**src/bdfsu_pkg.sv**
```systemverilog
// shared types and constant tables for the bdf state update block
// no dependencies
package bdfsu_pkg;

  // field widths and other sizes
  localparam int unsigned VAL_W   = 32;
  localparam int unsigned ORD_W   = 3;
  localparam int unsigned TERMS   = 6;
  localparam int unsigned ORDERS  = 5;
  localparam int unsigned NDIV_STEPS = 16;
  localparam int unsigned RDIV_STEPS = 32;

  // register indexes on the config port
  localparam logic REG_STEP_SIZE = 1'b0;
  localparam logic REG_TOLERANCE = 1'b1;

  // formula weights per order: c0..c4, weight of h*f
  localparam logic signed [9:0] BDF_COEF [ORDERS][TERMS] = '{
    '{10'sd1,   10'sd0,    10'sd0,   10'sd0,   10'sd0,  10'sd1},
    '{10'sd4,   -10'sd1,   10'sd0,   10'sd0,   10'sd0,  10'sd2},
    '{10'sd18,  -10'sd9,   10'sd2,   10'sd0,   10'sd0,  10'sd6},
    '{10'sd48,  -10'sd36,  10'sd16,  -10'sd3,  10'sd0,  10'sd12},
    '{10'sd300, -10'sd300, 10'sd200, -10'sd75, 10'sd12, 10'sd60}
  };

  // divisor per order
  localparam logic [7:0] BDF_DIV [ORDERS] = '{8'd1, 8'd3, 8'd11, 8'd25, 8'd137};

  // unity in unsigned q16.16
  localparam logic [31:0] ONE_Q16 = 32'h0001_0000;

  // commands from the controller to the datapath
  typedef struct packed {
    logic       load;
    logic       mul_h;
    logic       acc_en;
    logic [2:0] acc_idx;
    logic       ndiv_init;
    logic       ndiv_step;
    logic       newv_calc;
    logic       err_calc;
    logic       tol_calc;
    logic       rdiv_init;
    logic       rdiv_step;
    logic       out_load;
  } bdfsu_cmd_t;

endpackage

```
**src/bdfsu_ctrl.sv**
```systemverilog
// sequencer for one element update: accept, products, divisions, output
// depends on bdfsu_pkg
module bdfsu_ctrl
  import bdfsu_pkg::*;
(
  input  logic       clk,
  input  logic       rst,
  input  logic       s_tvalid,
  output logic       s_tready,
  output logic       m_tvalid,
  input  logic       m_tready,
  output bdfsu_cmd_t cmd
);

  typedef enum logic [3:0] {
    S_IDLE, S_MULH, S_ACC, S_NINIT, S_NDIV, S_NEWV, S_ERR, S_TOL, S_RINIT, S_RDIV, S_DONE
  } state_t;

  state_t     state;
  logic [4:0] cnt;
  logic       s_fire;
  logic       out_free;

  assign s_tready = (state == S_IDLE);
  assign s_fire   = s_tvalid && s_tready;
  assign out_free = !m_tvalid || m_tready;

  // command decode
  always_comb begin
    cmd           = '0;
    cmd.load      = s_fire;
    cmd.mul_h     = (state == S_MULH);
    cmd.acc_en    = (state == S_ACC);
    cmd.acc_idx   = cnt[2:0];
    cmd.ndiv_init = (state == S_NINIT);
    cmd.ndiv_step = (state == S_NDIV);
    cmd.newv_calc = (state == S_NEWV);
    cmd.err_calc  = (state == S_ERR);
    cmd.tol_calc  = (state == S_TOL);
    cmd.rdiv_init = (state == S_RINIT);
    cmd.rdiv_step = (state == S_RDIV);
    cmd.out_load  = (state == S_DONE) && out_free;
  end

  // state, step counter and output valid
  always_ff @(posedge clk) begin
    if (rst) begin
      state    <= S_IDLE;
      cnt      <= '0;
      m_tvalid <= 1'b0;
    end else begin
      if (cmd.out_load) m_tvalid <= 1'b1;
      else if (m_tready) m_tvalid <= 1'b0;
      unique case (state)
        S_IDLE:  if (s_fire) state <= S_MULH;
        S_MULH: begin
          state <= S_ACC;
          cnt   <= '0;
        end
        S_ACC: begin
          if (cnt == 5'(TERMS - 1)) begin
            state <= S_NINIT;
            cnt   <= '0;
          end else cnt <= cnt + 5'd1;
        end
        S_NINIT: state <= S_NDIV;
        S_NDIV: begin
          if (cnt == 5'(NDIV_STEPS - 1)) begin
            state <= S_NEWV;
            cnt   <= '0;
          end else cnt <= cnt + 5'd1;
        end
        S_NEWV:  state <= S_ERR;
        S_ERR:   state <= S_TOL;
        S_TOL:   state <= S_RINIT;
        S_RINIT: begin
          state <= S_RDIV;
          cnt   <= '0;
        end
        S_RDIV: begin
          if (cnt == 5'(RDIV_STEPS - 1)) begin
            state <= S_DONE;
            cnt   <= '0;
          end else cnt <= cnt + 5'd1;
        end
        S_DONE: begin
          if (out_free) state <= S_IDLE;
        end
        default: state <= S_IDLE;
      endcase
    end
  end

  // an accepted item always starts the h*f product next
  a_start: assert property (@(posedge clk) disable iff (rst) s_fire |=> cmd.mul_h)
    else $error("accept not followed by product step");
  // output only loaded when the register is free
  a_load: assert property (@(posedge clk) disable iff (rst) cmd.out_load |-> out_free)
    else $error("output overwritten while held");
  // a new result only appears after an output load
  a_valid: assert property (@(posedge clk) disable iff (rst)
    $rose(m_tvalid) |-> $past(cmd.out_load))
    else $error("result shown without load");

endmodule

```
**config.mk**
```make
export PLATFORM = sky130hd
export DESIGN_NAME = bdfsu_ctrl
export DESIGN_NICKNAME = d
export VERILOG_FILES = /design/src/bdfsu_pkg.sv /design/src/bdfsu_ctrl.sv
export SDC_FILE = /design/constraint.sdc
export NUM_CORES = 1
export LEC_CHECK = 0
export BUFFER_PORTS_ARGS = -buffer_cell sky130_fd_sc_hd__buf_2
export CAP_MARGIN = 20
export CORE_MARGIN = 2
export CORE_UTILIZATION = 50
export DETAILED_ROUTE_END_ITERATION = 16
export HOLD_SLACK_MARGIN = 0.03
export PLACE_DENSITY = 0.81
export SLEW_MARGIN = 20
export SYNTH_ARGS = -nofsm -noshare
export SYNTH_HDL_FRONTEND = slang
export SYNTH_SLANG_ARGS = --single-unit
```
**constraint.sdc**
```tcl
create_clock -name clk -period 2 [get_ports clk]
set_input_delay 0.5 -clock clk [delete_from_list [all_inputs] [get_ports clk]]
set_output_delay 0.5 -clock clk [all_outputs]
set_load 0.005 [all_outputs]
```
==> impl_metrics.tcl <==
set metrics [dict create \
    clk_path_buf_depth 2 \
    cap_viol_max_count 0 \
    avgRoutedWirePerCell_um 11.9 \
    drtAntennaViolNets 0 \
    grt_use_total_pct 18.0 \
    clk_pin_slew_ns 0.06 \
    finalWorstPathRequiredPeriod_ns 1.86 \
    drive_gt1_share_pct 29.6 \
    type_of_destination_of_the_critical_path "output port" \
    timing_worst_slew_pin_value_ns 0.496 \
    die_x_um 43.1 \
    maximum_number_of_pins_on_one_net_before_global_route_repair 18 \
    dr.pass1.iters 4 \
    tightest_hold_check_type "in2reg" \
    timing.critical_path.from_type "flop" \
    synth_cell_type_count 38 \
    hold_buffers 0 \
    overall_power_mw 0.527 \
    num_rows 14 \
    hold_viol 0 \
    ys_seq_area_share_pct 26.1 \
    io_buffers 19 \
    cts-buffers-inserted 3 \
    antenna_found_initial 0 \
    timing.critical_path.required_ns 1.50 \
    sequential_cell_area_um2 204 \
    vdd_drop_max_v 0.000372 \
    cts_root_buf "sky130_fd_sc_hd__clkbuf_4" \
    synth_flop_cell "sky130_fd_sc_hd__dfxtp_1" \
    synth_top_cell_area_share_pct 26.1 \
    synth.cells.most_frequent "sky130_fd_sc_hd__nor2_1, sky130_fd_sc_hd__dfxtp_1, sky130_fd_sc_hd__a21oi_1" \
    antenna_cells_inserted 0 \
    final_nets 119 \
    grt_first_pass_wirelength_um 2550 \
    core_region_area_mm2 0.00147 \
    outcome "completed" \
    number_of_flip_flops_and_latches_in_the_synthesized_netlist 10 \
    totalWireLength_um 1480 \
    clock_sinks 10 \
    chipHeight_um 43.1 \
    syn_area_per_cell_um2 8.06 \
    power.leakage_nw 0.371 \
    final-max-slew-violation-count 0 \
    overflow 0 \
    number_of_cells_in_the_finished_layout_apart_from_fillers 124 \
    tritoncts_clock_tree "built" \
    remaining_drc_errors 0 \
    finish.utilization_pct 57.4 \
    rsz0062_at_grt "no" \
    ys_top_cells_by_area "sky130_fd_sc_hd__dfxtp_1, sky130_fd_sc_hd__ha_1, sky130_fd_sc_hd__nor2_1" \
    post_synth_inst_count 95 \
    ioPinCount 20 \
    design.die.area_mm2 0.00186 \
    powerDensity_mw_per_mm2 625 \
    totalNegativeSetupSlack_ns 0 \
    critPathMaxFanout 12 \
    drt_first_iter_violations 7 \
    timing.max_slew.rel_slack_pct 66.9 \
    clock_tree.htree_level_count 1 \
    final.setup_skew_ns 0.00144 \
    yosysWarningCount 0 \
    setup-violations-final 0 \
    synthesis.area_um2 766 \
    number_of_global_route_vias_before_repair 606 \
    start_util_pct 52.0 \
    post-route-period-util_pct 92.9 \
    num-fill-cells 146 \
    clk-insertion-delay-late_ns 0.26 \
    numPlacedInstances 121 \
    synth.largest_area_cell "sky130_fd_sc_hd__dfxtp_1" \
    via_count 697 \
    critical_path_type "reg2out" \
    fmaxAchievable_mhz 538 \
    multi_input_area_um2 473 \
    viasPerCell 5.62 \
    detailedPlacementHpwl_um 1150 \
    synth.net_count 104 \
    area.growth.synth_to_final_pct 10.3 \
    synth_edf_count 0 \
    cp_data_arrival_time_ns 1.36 \
    post_synth_arst_share_pct 0 \
    place.gp.congestion 0.782 \
    synthMostInstantiatedCell "sky130_fd_sc_hd__nor2_1" \
]
[cell type report]
| cell class | count | share of cell area, % |
|---|---|---|
| sequential | 10 | 24.1 |
| inverter | 6 | 2.67 |
| timing repair buffer | 20 | 12.1 |
| clock buffer | 3 | 2.67 |
| tap | 16 | 2.37 |
| multi-input combinational | 69 | 56.0 |
[kinds of logic (layout without fill, tap and decap cells)]
group                    count (synthesis)  in the layout  share of synthesized area (%)
XOR/XNOR                                 2              2                           2.29
buffers and inverters                   16             29                           12.1
AO/OA/AOI/OAI                           21             21                           19.8
multiplexers                             1              1                           1.31
adder cells (fa/ha/maj)                  5              5                           8.17
flip-flops                              10             10                           26.1
AND/OR/NAND/NOR                         40             40                           30.2
[state kept, by name, summed over array words and instances, names as in the netlist]
signal	cells
cnt	5
m_tvalid	1
state	4
[worst max-delay path, cell delays in order, from the launching register on]
cell,delay (ns)
sky130_fd_sc_hd__dfxtp_1,0.55
sky130_fd_sc_hd__nor4b_4,0.37
sky130_fd_sc_hd__buf_2,0.18
[stage by stage]
stage / hold WS (ns) / instance area, µm² / setup slack [ns]
2_1_floorplan: 0.485 / 766 / 0.266
3_3_place_gp: 0.504 / 818 / 0.269
3_5_place_dp: 0.509 / 818 / 0.195
4_1_cts: 0.501 / 841 / 0.0752
5_1_grt: 0.501 / 845 / 0.0238
6_report: 0.501 / 845 / 0.142
[per-layer routing]
metal | routed length [µm] | share of wire [%] | global-route usage [%]
met2 | 723 | 49 | 28.7
met1 | 697 | 47 | 23.3
met4 | 0 | 0 | 7.27
met3 | 60 | 4.1 | 3.83
met5 | 0 | 0 | 0
[cell usage in the layout (no fill, tap or decap), drive strengths merged, types with 5 or more instances in the layout]
cell type	instances
nor2	11
dfxtp	10
nand2	5
buf	20
inv	6
nor3	5
ha	5
a21oi	8
[final timing paths]
check	startpoint	end	slack, ns	cells past startpoint
worst max-delay path	state[1]	cmd[11]	0.14	2
worst min-delay path	rst	state[3]	0.50	2
worst max register to register	cnt[0]	cnt[1]	0.23	9
worst min register to register	cnt[1]	cnt[1]	0.52	2
[report_power, final]
| group | leakage (nW) | switching [mW] | internal (mW) |
|---|---|---|---|
| clock network | 0.0138 | 0.0680 | 0.0694 |
| logic | 0.275 | 0.0700 | 0.0702 |
| registers | 0.0825 | 0.0331 | 0.217 |
[timing repair]
item                       in CTS  in global routing
gates resized for setup         0                  3
setup endpoints to repair       0                  7
buffers inserted                0                  0
Note: power is estimated with default switching activity, not from simulation.
